## config.mk

```make
export PLATFORM = sky130hd
export DESIGN_NAME = flash_page_map_with_greedy_gc
export DESIGN_NICKNAME = d
export VERILOG_FILES = /design/src/design/fpm_pkg.sv /design/src/design/fpm_ram.sv /design/src/design/flash_page_map_with_greedy_gc.sv
export SDC_FILE = /design/constraint.sdc
export NUM_CORES = 2
export LEC_CHECK = 0
export ABC_AREA = 1
export BUFFER_PORTS_ARGS = -buffer_cell sky130_fd_sc_hd__buf_4
export CAP_MARGIN = 10
export CELL_PAD_IN_SITES_DETAIL_PLACEMENT = 1
export CELL_PAD_IN_SITES_GLOBAL_PLACEMENT = 1
export CORE_MARGIN = 4
export CORE_UTILIZATION = 52
export CTS_CLUSTER_SIZE = 24
export DETAILED_ROUTE_END_ITERATION = 8
export PLACE_DENSITY_LB_ADDON = 0.08
export SYNTH_ARGS = -nofsm -noshare
export SYNTH_HDL_FRONTEND = slang
export SYNTH_SLANG_ARGS = --single-unit
```

## constraint.sdc

```tcl
create_clock -name clk_i -period 15.4 [get_ports clk_i]
set_clock_uncertainty 0.2 [all_clocks]
set_input_delay 0.77 -clock clk_i [delete_from_list [all_inputs] [get_ports clk_i]]
set_output_delay 0.77 -clock clk_i [all_outputs]
set_load 0.02 [all_outputs]
```

## src/design/fpm_pkg.sv

```systemverilog
`default_nettype none
package fpm_pkg;
  localparam int PagesPerBlock = 16;
  localparam int PhysBlocks = 16;
  localparam int LogicalPages = 128;
  localparam int PhysPages = 256;
  localparam int BlkW = 4;
  localparam int PgW = 4;
  localparam int LpW = 7;
  localparam int PpW = 8;
  localparam int CntW = 6;
  localparam logic [CntW-1:0] FreeMark = 6'd63;
  localparam logic [4:0] NoVictim = 5'd17;

  localparam logic [1:0] OpRead = 2'd0;
  localparam logic [1:0] OpWrite = 2'd1;
  localparam logic [1:0] OpClear = 2'd2;

  localparam logic [2:0] CmdReadMapped = 3'd0;
  localparam logic [2:0] CmdReadUnmapped = 3'd1;
  localparam logic [2:0] CmdMoveRead = 3'd2;
  localparam logic [2:0] CmdProgram = 3'd3;
  localparam logic [2:0] CmdErase = 3'd4;
  localparam logic [2:0] CmdCleared = 3'd5;
endpackage
`default_nettype wire

```

## src/design/fpm_ram.sv

```systemverilog
`default_nettype none
module fpm_ram #(
  parameter int Width = 8,
  parameter int Depth = 16
) (
  input  wire logic                     clk_i,
  input  wire logic                     we_i,
  input  wire logic [$clog2(Depth)-1:0] waddr_i,
  input  wire logic [Width-1:0]         wdata_i,
  input  wire logic [$clog2(Depth)-1:0] raddr_i,
  output logic      [Width-1:0]         rdata_o
);
  logic [Width-1:0] mem_q [Depth];

  // One write port and one registered read port.
  always_ff @(posedge clk_i) begin
    if (we_i) begin
      mem_q[waddr_i] <= wdata_i;
    end
    rdata_o <= mem_q[raddr_i];
  end
endmodule
`default_nettype wire

```

## src/design/flash_page_map_with_greedy_gc.sv

```systemverilog
`default_nettype none
// Channel | Dir | Handshake                 | Fields
// in      | in  | in_valid_i / in_stall_o   | op_i, logical_page_i
// out     | out | out_valid_o / out_stall_i | command_o, block_o, page_o, owner_page_o, status_o, last_o
// One item is handled at a time; the input stalls from acceptance until the item's last word
// is loaded and any map update, erase and rescan after it are done. A read's word follows the
// forward-map read. A write's program word follows that read, any collection and the search
// for a new block; an emptied old block adds an erase and a victim rescan. Collection checks
// each victim page, moves each valid one, then erases and rescans. After reset, and after a
// clear, a sweep clears the maps. A stalled output word holds the next word.
module flash_page_map_with_greedy_gc (
  input  wire logic       clk_i,
  input  wire logic       rst_ni,
  input  wire logic       in_valid_i,
  output logic            in_stall_o,
  input  wire logic [1:0] op_i,
  input  wire logic [6:0] logical_page_i,
  output logic            out_valid_o,
  input  wire logic       out_stall_i,
  output logic [2:0]      command_o,
  output logic [3:0]      block_o,
  output logic [3:0]      page_o,
  output logic [6:0]      owner_page_o,
  output logic            status_o,
  output logic            last_o
);
  localparam int SW = 5;
  localparam logic [SW-1:0] SClr = 5'd0, SIdle = 5'd1, SRdWait = 5'd2,
    SRdOut = 5'd3, SWrRd = 5'd4, SWrChk = 5'd5, SGcRd = 5'd6, SGcChk = 5'd7,
    STakeScan = 5'd8, STakeDone = 5'd9, SGcFin = 5'd10, SEmit = 5'd11,
    SWrTake = 5'd12, SWrOld = 5'd13, SScan = 5'd14, SScanEnd = 5'd15,
    SGcErase = 5'd16, SWrPost = 5'd17, SOldErase = 5'd18, SDone = 5'd19;

  logic [SW-1:0] state_q, state_d, ret_q, ret_d;
  logic [SW-1:0] after_emit_q, after_emit_d;

  // Memories: forward map (valid + physical page), reverse map (valid + owner).
  logic fwd_we, rev_we;
  logic [6:0] fwd_wa, fwd_ra;
  logic [8:0] fwd_wd, fwd_rd;
  logic [7:0] rev_wa, rev_ra, rev_wd, rev_rd;

  fpm_ram #(.Width(9), .Depth(fpm_pkg::LogicalPages)) u_fwd (
    .clk_i, .we_i(fwd_we), .waddr_i(fwd_wa), .wdata_i(fwd_wd),
    .raddr_i(fwd_ra), .rdata_o(fwd_rd));
  fpm_ram #(.Width(8), .Depth(fpm_pkg::PhysPages)) u_rev (
    .clk_i, .we_i(rev_we), .waddr_i(rev_wa), .wdata_i(rev_wd),
    .raddr_i(rev_ra), .rdata_o(rev_rd));

  // Small per-block counters and scalar state.
  logic [5:0] bvp_q [16];
  logic [5:0] bvp_d [16];
  logic [4:0] free_q, free_d, vcnt_q, vcnt_d;
  logic [3:0] ob_q, ob_d, opg_q, opg_d, vb_q, vb_d;
  logic       started_q, started_d;

  // Work registers.
  logic [6:0] lp_q, lp_d, own_q, own_d;
  logic [8:0] old_q, old_d;
  logic [7:0] sweep_q, sweep_d;
  logic [4:0] idx_q, idx_d;
  logic [3:0] nb_q, nb_d, np_q, np_d, eb_q, eb_d;
  logic       fail_q, fail_d;

  // Staging for the next word.
  logic       ov_q, ov_d;
  logic [2:0] cmd_q, cmd_d;
  logic [3:0] blk_q, blk_d, pg_q, pg_d;
  logic [6:0] ow_q, ow_d;
  logic       st_q, st_d, ls_q, ls_d;

  // Output word register, loaded only when the previous word is gone.
  logic       emit_go;
  logic [2:0] wcmd_q;
  logic [3:0] wblk_q, wpg_q;
  logic [6:0] wow_q;
  logic       wst_q, wls_q;

  assign emit_go      = (state_q == SEmit) && (!ov_q || !out_stall_i);
  assign out_valid_o  = ov_q;
  assign command_o    = wcmd_q;
  assign block_o      = wblk_q;
  assign page_o       = wpg_q;
  assign owner_page_o = wow_q;
  assign status_o     = wst_q;
  assign last_o       = wls_q;
  assign in_stall_o   = (state_q != SIdle);

  logic [3:0] scan_j, old_b;
  logic [5:0] bvp_ob;
  assign scan_j = ob_q + idx_q[3:0];
  assign old_b  = old_q[7:4];
  assign bvp_ob = bvp_q[old_b];

  always_comb begin
    state_d = state_q; ret_d = ret_q; after_emit_d = after_emit_q;
    bvp_d = bvp_q; free_d = free_q; vcnt_d = vcnt_q; ob_d = ob_q;
    opg_d = opg_q; vb_d = vb_q; started_d = started_q;
    lp_d = lp_q; own_d = own_q; old_d = old_q; sweep_d = sweep_q;
    idx_d = idx_q; nb_d = nb_q; np_d = np_q; eb_d = eb_q; fail_d = fail_q;
    ov_d = ov_q; cmd_d = cmd_q; blk_d = blk_q; pg_d = pg_q; ow_d = ow_q;
    st_d = st_q; ls_d = ls_q;
    fwd_we = 1'b0; fwd_wa = lp_q; fwd_wd = '0; fwd_ra = lp_q;
    rev_we = 1'b0; rev_wa = '0; rev_wd = '0; rev_ra = {vb_q, idx_q[3:0]};
    if (ov_q && !out_stall_i) ov_d = 1'b0;

    unique case (state_q)
      SClr: begin
        fwd_we = 1'b1; fwd_wa = sweep_q[6:0];
        rev_we = 1'b1; rev_wa = sweep_q;
        sweep_d = sweep_q + 8'd1;
        if (sweep_q == 8'd255) state_d = SIdle;
      end
      SIdle: begin
        fwd_ra = logical_page_i;
        if (in_valid_i) begin
          lp_d = logical_page_i;
          if (op_i == fpm_pkg::OpRead) state_d = SRdWait;
          else if (op_i == fpm_pkg::OpWrite) state_d = SWrRd;
          else if (op_i == fpm_pkg::OpClear) begin
            for (int i = 0; i < 16; i++) bvp_d[i] = fpm_pkg::FreeMark;
            free_d = 5'd16; ob_d = '0; opg_d = '0; started_d = 1'b0;
            vb_d = '0; vcnt_d = fpm_pkg::NoVictim; sweep_d = '0;
            cmd_d = fpm_pkg::CmdCleared; blk_d = '0; pg_d = '0; ow_d = '0;
            st_d = 1'b0; ls_d = 1'b1;
            state_d = SEmit; after_emit_d = SClr;
          end
        end
      end
      SRdWait: state_d = SRdOut;
      SRdOut: begin
        ow_d = lp_q; st_d = 1'b0; ls_d = 1'b1;
        if (fwd_rd[8]) begin
          cmd_d = fpm_pkg::CmdReadMapped; blk_d = fwd_rd[7:4]; pg_d = fwd_rd[3:0];
        end else begin
          cmd_d = fpm_pkg::CmdReadUnmapped; blk_d = '0; pg_d = '0;
        end
        state_d = SEmit; after_emit_d = SIdle;
      end
      SWrRd: begin
        state_d = SWrChk; // read data valid next cycle
      end
      SWrChk: begin
        old_d = fwd_rd;
        idx_d = '0;
        if (free_q == 5'd0 && fwd_rd[8] && started_q &&
            vcnt_q == 5'(5'd15 - {1'b0, opg_q}) &&
            bvp_q[fwd_rd[7:4]] != {1'b0, vcnt_q} &&
            vb_q != ob_q && bvp_q[vb_q] == {1'b0, vcnt_q}) begin
          state_d = SGcRd;
        end else begin
          state_d = SWrTake;
        end
      end
      // Collection: walk the victim's pages.
      SGcRd: begin
        rev_ra = {vb_q, idx_q[3:0]};
        state_d = SGcChk;
      end
      SGcChk: begin
        if (rev_rd[7]) begin
          own_d = rev_rd[6:0];
          cmd_d = fpm_pkg::CmdMoveRead; blk_d = vb_q; pg_d = idx_q[3:0];
          ow_d = rev_rd[6:0]; st_d = 1'b0; ls_d = 1'b0;
          state_d = SEmit; after_emit_d = STakeScan; ret_d = SGcFin;
          idx_d = idx_q; fail_d = 1'b0;
        end else if (idx_q == 5'd15) begin
          state_d = SGcErase;
        end else begin
          idx_d = idx_q + 5'd1; state_d = SGcRd;
        end
      end
      SGcFin: begin
        if (fail_q) begin
          state_d = SWrOld; // abandon collection, continue with write
        end else begin
          fwd_we = 1'b1; fwd_wa = own_q; fwd_wd = {1'b1, nb_q, np_q};
          rev_we = 1'b1; rev_wa = {nb_q, np_q}; rev_wd = {1'b1, own_q};
          bvp_d[nb_q] = bvp_q[nb_q] + 6'd1;
          cmd_d = fpm_pkg::CmdProgram; blk_d = nb_q; pg_d = np_q; ow_d = own_q;
          st_d = 1'b0; ls_d = 1'b0;
          state_d = SEmit; after_emit_d = SGcRd;
          ret_d = SGcFin;
          // clear the moved victim slot after the program word
        end
      end
      SGcErase: begin
        eb_d = vb_q; idx_d = '0; ret_d = SWrOld;
        state_d = SOldErase;
      end
      // Page allocation (take_page): shared by collection and host write.
      STakeScan: begin
        if (after_emit_q == STakeScan && ret_q == SGcFin && fail_q == 1'b0 &&
            !started_q) begin
          started_d = 1'b1; ob_d = '0; opg_d = '0;
          if (free_q != 5'd0) free_d = free_q - 5'd1;
          bvp_d[0] = '0; nb_d = '0; np_d = '0; state_d = STakeDone;
        end else if (!started_q) begin
          started_d = 1'b1; ob_d = '0; opg_d = '0;
          if (free_q != 5'd0) free_d = free_q - 5'd1;
          bvp_d[0] = '0; nb_d = '0; np_d = '0; state_d = STakeDone;
        end else if (opg_q < 4'd15) begin
          opg_d = opg_q + 4'd1; nb_d = ob_q; np_d = opg_q + 4'd1;
          state_d = STakeDone;
        end else if (idx_q[4]) begin
          fail_d = 1'b1; state_d = STakeDone;
        end else if (bvp_q[scan_j] == fpm_pkg::FreeMark) begin
          ob_d = scan_j; opg_d = '0;
          if (free_q != 5'd0) free_d = free_q - 5'd1;
          bvp_d[scan_j] = '0; nb_d = scan_j; np_d = '0; state_d = STakeDone;
        end else begin
          idx_d = idx_q + 5'd1;
        end
      end
      STakeDone: begin
        idx_d = {1'b0, eb_q};
        state_d = ret_q;
      end
      SWrTake: begin
        if (started_q && opg_q == 4'd15 && bvp_q[ob_q] < {1'b0, vcnt_q}) begin
          vcnt_d = bvp_q[ob_q][4:0]; vb_d = ob_q;
        end
        idx_d = '0; fail_d = 1'b0; ret_d = SWrPost; state_d = STakeScan;
        eb_d = '0;
      end
      SWrOld: begin
        // re-read the forward map after collection
        fwd_ra = lp_q; state_d = SWrTake; ret_d = SWrPost;
        after_emit_d = SWrRd;
      end
      SWrPost: begin
        if (fail_q) begin
          cmd_d = fpm_pkg::CmdProgram; blk_d = '0; pg_d = '0; ow_d = lp_q;
          st_d = 1'b1; ls_d = 1'b1; state_d = SEmit; after_emit_d = SIdle;
        end else begin
          fwd_we = 1'b1; fwd_wa = lp_q; fwd_wd = {1'b1, nb_q, np_q};
          rev_we = 1'b1; rev_wa = {nb_q, np_q}; rev_wd = {1'b1, lp_q};
          bvp_d[nb_q] = bvp_q[nb_q] + 6'd1;
          cmd_d = fpm_pkg::CmdProgram; blk_d = nb_q; pg_d = np_q; ow_d = lp_q;
          st_d = 1'b0;
          ls_d = !old_q[8] || bvp_ob == fpm_pkg::FreeMark ||
                 (bvp_ob == 6'd0 && old_b != nb_q) ||
                 (old_b == nb_q && bvp_ob != 6'd0) ||
                 (old_b != nb_q && bvp_ob != 6'd1);
          state_d = SEmit; after_emit_d = old_q[8] ? SDone : SIdle;
        end
      end
      SDone: begin
        // invalidate the old copy
        rev_we = 1'b1; rev_wa = old_q[7:0]; rev_wd = '0;
        if (bvp_ob == fpm_pkg::FreeMark || bvp_ob == 6'd0) begin
          state_d = SIdle;
        end else begin
          bvp_d[old_b] = bvp_ob - 6'd1;
          if (old_b != ob_q && (bvp_ob - 6'd1) < {1'b0, vcnt_q}) begin
            vcnt_d = 5'(bvp_ob - 6'd1); vb_d = old_b;
          end
          if (bvp_ob == 6'd1) begin
            eb_d = old_b; idx_d = '0; ret_d = SIdle; state_d = SOldErase;
          end else state_d = SIdle;
        end
      end
      // Erase: clear 16 reverse entries, free the block, emit, rescan.
      SOldErase: begin
        rev_we = 1'b1; rev_wa = {eb_q, idx_q[3:0]}; rev_wd = '0;
        idx_d = idx_q + 5'd1;
        if (idx_q == 5'd15) begin
          bvp_d[eb_q] = fpm_pkg::FreeMark; free_d = free_q + 5'd1;
          cmd_d = fpm_pkg::CmdErase; blk_d = eb_q; pg_d = '0; ow_d = '0;
          st_d = 1'b0; ls_d = (ret_q == SIdle);
          vcnt_d = fpm_pkg::NoVictim; idx_d = '0;
          state_d = SEmit; after_emit_d = SScan;
        end
      end
      SScan: begin
        if (!(started_q && idx_q[3:0] == ob_q) &&
            bvp_q[idx_q[3:0]] < {1'b0, vcnt_q}) begin
          vcnt_d = bvp_q[idx_q[3:0]][4:0]; vb_d = idx_q[3:0];
        end
        idx_d = idx_q + 5'd1;
        if (idx_q == 5'd15) state_d = SScanEnd;
      end
      SScanEnd: state_d = ret_q;
      SEmit: begin
        if (!ov_q || !out_stall_i) begin
          ov_d = 1'b1; state_d = after_emit_q;
          if (after_emit_q == STakeScan) begin
            idx_d = '0; eb_d = idx_q[3:0];
          end
          if (after_emit_q == SGcRd) begin
            // clear moved victim slot and step to next page
            rev_we = 1'b1; rev_wa = {vb_q, eb_q}; rev_wd = '0;
            if (eb_q == 4'd15) state_d = SGcErase;
            else idx_d = {1'b0, eb_q + 4'd1};
          end
        end
      end
      default: state_d = SIdle;
    endcase
  end

  always_ff @(posedge clk_i or negedge rst_ni) begin
    if (!rst_ni) begin
      state_q <= SClr; ret_q <= SIdle; after_emit_q <= SIdle;
      for (int i = 0; i < 16; i++) bvp_q[i] <= fpm_pkg::FreeMark;
      free_q <= 5'd16; vcnt_q <= fpm_pkg::NoVictim; ob_q <= '0; opg_q <= '0;
      vb_q <= '0; started_q <= 1'b0; sweep_q <= '0; ov_q <= 1'b0;
      idx_q <= '0; fail_q <= 1'b0; eb_q <= '0;
    end else begin
      state_q <= state_d; ret_q <= ret_d; after_emit_q <= after_emit_d;
      bvp_q <= bvp_d; free_q <= free_d; vcnt_q <= vcnt_d; ob_q <= ob_d;
      opg_q <= opg_d; vb_q <= vb_d; started_q <= started_d;
      sweep_q <= sweep_d; ov_q <= ov_d; idx_q <= idx_d; fail_q <= fail_d;
      eb_q <= eb_d;
    end
  end

  always_ff @(posedge clk_i) begin
    lp_q <= lp_d; own_q <= own_d; old_q <= old_d;
    nb_q <= nb_d; np_q <= np_d;
    cmd_q <= cmd_d; blk_q <= blk_d; pg_q <= pg_d; ow_q <= ow_d;
    st_q <= st_d; ls_q <= ls_d;
  end

  // The output word changes only when it is free or being accepted.
  always_ff @(posedge clk_i) begin
    if (emit_go) begin
      wcmd_q <= cmd_q; wblk_q <= blk_q; wpg_q <= pg_q; wow_q <= ow_q;
      wst_q <= st_q; wls_q <= ls_q;
    end
  end
endmodule
`default_nettype wire

```

-- Word-level counts from Yosys, hierarchy flattened
Memories as Yosys holds them, arrays and structs flattened. A register that Yosys moved wholly into a read port is not among the register bits.
Cells that the tools add are included.
- add/sub/neg operators: 10
- order comparisons: 16
- equality and inequality tests: 77
- mux-type cells: 227
- bitwise gates (word level): 13
- reductions and logical operators: 81
- operators with widths (cell ; number):
    $mux 96 ; 10
    $pmux 96 s5 ; 1
    $mux 5 ; 66
    $bwmux 96 ; 2
    $mux 90 ; 2
    $bmux 6 s4 ; 7
    $mux 4 ; 34
    $mux 6 ; 20
    $and 96x96->96 ; 1
    $demux 6 s4 ; 4
    $not 96->96 ; 1
    $or 96x96->96 ; 1
    $pmux 5 s18 ; 1
    $mux 8 ; 9
    $mux 7 ; 9
    $eq 5x4->1 const B ; 11
    $pmux 5 s5 ; 2
    $pmux 4 s6 ; 2
    $ne 2x2->1 const B ; 23
    $ge 5x5->1 const B ; 8
    $not 4->5 ; 8
    $pmux 5 s8 ; 1
    $pmux 8 s5 ; 1
    $pmux 5 s7 ; 1
    other kinds (73) ; 199
- register bits: 224
- memory bits (writable): 3200
- input port bits: 13
- output and inout port bits: 22
- word-level logic and storage cells: 474
- memories kept: 2
- memories (memory ; words ; bits a word ; rd ports ; clocked after memory_dff ; write ports ; line ; source):
    u_rev.mem_q ; 256 ; 8 ; 1 ; 1 ; 1 ; fpm_ram.sv:13 ; logic [Width-1:0] mem_q [Depth];
    u_fwd.mem_q ; 128 ; 9 ; 1 ; 1 ; 1 ; fpm_ram.sv:13 ;

-- Longest topological paths before layout
- word-level depth: 14
- mapped depth: 27
- depth with buffers taken out: 23

-- By module
Synthesis repeated with hierarchy kept, for this count alone.
- cells, all modules: 14658
- area, all modules: 153218.2 um^2
- by module, submodules not included (module ; times used ; cells an instance ; area each (um^2) ; seq. area each (um^2)):
    fpm_ram (u_rev) ; 1 ; 7003 ; 83396.2 ; 61659.1
    fpm_ram (u_fwd) ; 1 ; 3997 ; 47459.3 ; 34773.4
    flash_page_map_with_greedy_gc ; 1 ; 3658 ; 22362.7 ; 6087.1

-- Worst setup path after synthesis
Ideal clock, no wire load.
- kind: reg-to-reg
- start: reg state_q[3]
- end: mem u_rev.mem_q[0][3], data pin
- library setup time: 2.187 ns
- arrival: 11.036 ns
- data required time: 13.013 ns
- setup slack: 1.977 ns
- cell stages (with the launch flop): 8
- buffers on the path: 0
- clock period less this slack: 13.423 ns
- cell sequence: dfrtp_1 > nor2_4 > nand2_2 > nor2_4 > inv_1 > nor2_1 > inv_1 > o21ai_0
- word-level cells in the longest chain between the ends: 2
- elaborated cells on any way between the ends: 3
- classes of those cells: eq/ne: 2; mux: 1
- ends and longest elaborated chain (what ; line ; source):
    from (decl) ; flash_page_map_with_greedy_gc.sv:34 ; logic [SW-1:0] state_q, state_d, ret_q, ret_d;
    from (signal assigned) ; flash_page_map_with_greedy_gc.sv:304 ; state_q <= SClr; ret_q <= SIdle; after_emit_q <= SIdle;
    from (signal assigned) ; flash_page_map_with_greedy_gc.sv:310 ; state_q <= state_d; ret_q <= ret_d; after_emit_q <= after_emit_d;
    $eq 5x5->1 or $eq 5x4->1 (tied branches) ; flash_page_map_with_greedy_gc.sv:107 ; unique case (state_q)
    $pmux 8 s2 * ; flash_page_map_with_greedy_gc.sv:107 ;
    via rev_wd[3] ; flash_page_map_with_greedy_gc.sv:41 ; logic [7:0] rev_wa, rev_ra, rev_wd, rev_rd;
    to (decl) ; fpm_ram.sv:13 ;
The timed path passes the listed nets; every way through them passes the cells marked *.

-- Final worst setup path
- start: reg idx_q[0]
- end: reg vcnt_q[2]
- word-level cells in the longest chain between the ends: 8
- elaborated cells on any way between the ends: 15
- classes of those cells: order compare: 1; eq/ne: 4; mux: 5; bitwise: 1; reduce/logical: 4
- ends and longest elaborated chain (what ; line ; source):
    from (decl) ; flash_page_map_with_greedy_gc.sv:61 ; logic [4:0] idx_q, idx_d;
    from (signal assigned) ; flash_page_map_with_greedy_gc.sv:313 ; sweep_q <= sweep_d; ov_q <= ov_d; idx_q <= idx_d; fail_q <= fail_d;
    $not 4->5 (not written as such) ; flash_page_map_with_greedy_gc.sv:277, flash_page_map_with_greedy_gc.sv:278 ;
    $bmux 6 s4 ; flash_page_map_with_greedy_gc.sv:277, flash_page_map_with_greedy_gc.sv:278 ;
    $mux 6 (not written as such) (2 in series) ; flash_page_map_with_greedy_gc.sv:278 ; vcnt_d = bvp_q[idx_q[3:0]][4:0]; vb_d = idx_q[3:0];
    $lt 6x5->1 ; flash_page_map_with_greedy_gc.sv:277 ; bvp_q[idx_q[3:0]] < {1'b0, vcnt_q}) begin
    $logic_and 1x1->1 ; flash_page_map_with_greedy_gc.sv:276 ; if (!(started_q && idx_q[3:0] == ob_q) &&
    $ne 2x2->1 (no line) ; n/a ;
    $reduce_and 10->1 (no line) ; n/a ;
    to (signal assigned) ; flash_page_map_with_greedy_gc.sv:306 ; free_q <= 5'd16; vcnt_q <= fpm_pkg::NoVictim; ob_q <= '0; opg_q <= '0;
    to (signal assigned) ; flash_page_map_with_greedy_gc.sv:311 ; bvp_q <= bvp_d; free_q <= free_d; vcnt_q <= vcnt_d; ob_q <= ob_d;
    to (decl) ; flash_page_map_with_greedy_gc.sv:53 ; logic [4:0] free_q, free_d, vcnt_q, vcnt_d;
Parallel ways exist; a longest one is shown, timed or not. The select of a mux whose other input is x is not followed.
A chain may end at the register's enable or synchronous reset.

==> metrics <==
outcome=completed; Synth cell types=63; overall power consumption=0.0332 W; clk slew on worst S/H paths=60 ps; Mapped Nets=13,900; WP data arrival=6750 ps; Synth warnings=0; FFs w/ async S/R, synth=4.45%; crit end category=register; die area=299,000 sq um; total routed wirelength=539,000 um; H-tree depth=5; footprint of the multi-input gates=42,100 sq um; P_sw=0.0142 W; pre-CTS WS=9350 ps; Sw Share=42.7%; Hold Violations, Final=0; wire length of the first global-routing pass=788,000 um; cell leakage power=57.5 nW; Comb pwr share=38.9%; RD Place Congestion=1.06; initial antenna violation count=21; post_cts resized=0; Placed Instance Area=154,000 sq um; Synth area leader=edfxtp_1; Layout Nets=13,500; core area=288,000 sq um; Compound-Gate Fraction of Synth Area=12.3%; CP Class=reg -> reg; filler cell count=29,900; FP Rows=197; cell area after synthesis=151,000 sq um; gr usage total=35.1%; ranking of synthesized cells by area=edfxtp_1, o21ai_0, nand2_1; DRT iter0 DRCs=14,600; Starting Density=52.3%; Synth Area in XOR/XNOR=0.139%; Clock Latency Late Sink=940 ps; Sink Count=3,441; area fraction of the dominant cell type after synthesis=65.1%; Reg power frac=35.1%; crit path time final=6150 ps; power per standard cell area=200 nW/um^2; WL/cell=30.7 um; Peak Freq=163 MHz; Finished Layout Cells=17,600; count leader, synth=edfxtp_1; Syn-to-layout area delta=9.64%; vias in the first global route=117,000; Via-to-Cell Ratio=6.53; CP Launch Type=register; Residual DRC=0; num ports=35; largest net degree at the start of global routing=203; DRT Pass-1 Iters=9; Post-Synth Simple-Gate Area=15.0%; ys flop type=edfxtp_1; number of flops mapped to enable cells by yosys=3,271; commonest cells in the netlist=edfxtp_1, nand2_1, nor2_1; Setup TNS Final=0 ps; Seq/Total Area, Yosys=68.0%; layout cells sized above 1=7.58%; WP data required=16,000 ps; total of max-cap violations=0; post-CTS setup buffers=0; period utilisation layout=39.9%; post-DP HPWL=321,000 um; main combinational cell family by area after synthesis=simple AND/OR/NAND/NOR gates; RSZ-0062 raised after global routing=no; Post-Synth Adder-Cell Area=0.292%; die height=547 um; worst vdd ir=175 uV; internal power=0.0190 W; Syn Area/Cell=10.9 sq um; Overflow after GRT=0; CTS tree=done; Inserted Clock Buffers=364; Synth Register Bits=3,441; pins over their slew limit=0; Worst Path Max Fanout=97; worst min path class=in -> reg; Mapped Cells=13,800; Reg area=103,000 sq um; Via Count=115,000; worst slew pin tran=1340 ps; final setup fails=0; clock root buffer=clkbuf_16; PortBufs=34; Rel. slew slack=10.4%; DP Cell Count=16,900; Post-Layout Inst Area=165,000 sq um; clock buffer depth=4; Die X=547 um; worst setup margin=9250 ps; Clock power frac=26.0%; Final ANT Viol Nets=0; post-synthesis mux area share=0%
cell type report:
type	instances	share of cell area, %
clock inverters	199	1.08
inverters	666	1.55
clock buffers	461	5.86
repair buffers	241	1.21
multi-input cells	8787	25.4
diodes	8	0.0121
well taps	3781	2.86
flip-flops and latches	3441	62.0
kinds of logic (layout without fill, tap and decap cells):
family	count (synthesis)	in the layout
AND/OR/NAND/NOR	5445	5445
flip-flops	3441	3441
AO/OA/AOI/OAI	3285	3285
XOR/XNOR	23	23
adder cells (fa/ha/maj)	34	34
buffers and inverters	1612	1567
other	0	8
critical path, cell delays in order (launching register included):
cell and delay [ps]:
dfrtp_4 650, inv_8 430, buf_4 500, buf_4 700, buf_4 730, a21oi_1 150, o21ai_0 720, nand3_1 140
nand2_1 170, ha_1 270, a21oi_1 140, o211ai_1 110, nand3b_1 230, nand2_1 340, nand3_1 260, nand2_1 130
nand2_1 60
worst paths after layout:
path                          start          to  slack (ps)  depth (start not counted)
min reg2reg                 pg_q[3]   page_o[3]         220                          0
max                        idx_q[0]   vcnt_q[2]        9250                         16
max reg2reg                idx_q[0]   vcnt_q[2]        9250                         16
min                         op_i[0]  state_q[0]          60                          3
min in group asynchronous    rst_ni     ob_q[3]         220                          2
max in group asynchronous    rst_ni     vb_q[0]       13390                          3
state kept, by name, indices dropped and copies added (netlist names), 5 cells and up:
| signal | count |
|---|---|
| lp_q | 7 |
| after_emit_q | 5 |
| old_q | 9 |
| ret_q | 5 |
| sweep_q | 8 |
| idx_q | 5 |
| own_q | 7 |
| u_fwd.mem_q | 1152 |
| vcnt_q | 5 |
| u_rev.rdata_o | 8 |
| bvp_q | 96 |
| state_q | 5 |
| owner_page_o | 7 |
| u_rev.mem_q | 2048 |
| u_fwd.rdata_o | 9 |
| ow_q | 7 |
| free_q | 5 |
stage by stage:
stage / hold slack, ps / utilization, %
floorplan: 200 / -
global placement: 203 / 53.3
detailed placement: 206 / 53.3
CTS: 0.274 / 57.3
global route: 43.8 / 57.3
finish: 63.9 / 57.4
power groups by stage:
stage / Combinational [W] / Sequential, W / Clock (W)
final: 0.0129 / 0.0116 / 0.00861
after global routing: 0.0138 / 0.0116 / 0.00911
after CTS: 0.0126 / 0.0116 / 0.00869
after detailed placement: 0.0125 / 0.0118 / 0
after global placement: 0.0121 / 0.0118 / 0
after floorplan: 0.00784 / 0.0116 / 0
timing repair:
action	in CTS	in global routing
endpoints found under the setup margin	0	0
hold endpoints to repair	47	0
hold buffers	9	0
cell usage in the layout, fill, tap and decap left out, types with 64 or more instances in the layout:
cell type	instances
dfstp_2	101
nand3_1	1204
o21ai_0	1716
clkinv_1	88
o211ai_1	427
nor2_1	1732
edfxtp_1	3271
nand2_1	2285
clkbuf_16	371
buf_4	217
clkbuf_1	83
a21oi_1	431
o22ai_1	566
inv_1	611
clkinv_2	64
per-layer routing:
layer  GRT usage (%)  routed length (um)
met1            48.9              216000
met2            55.1              249000
met3            5.61               48200
met4            15.5               26900
met5               0                  47
No activity file was read; power rests on OpenSTA's default activity.
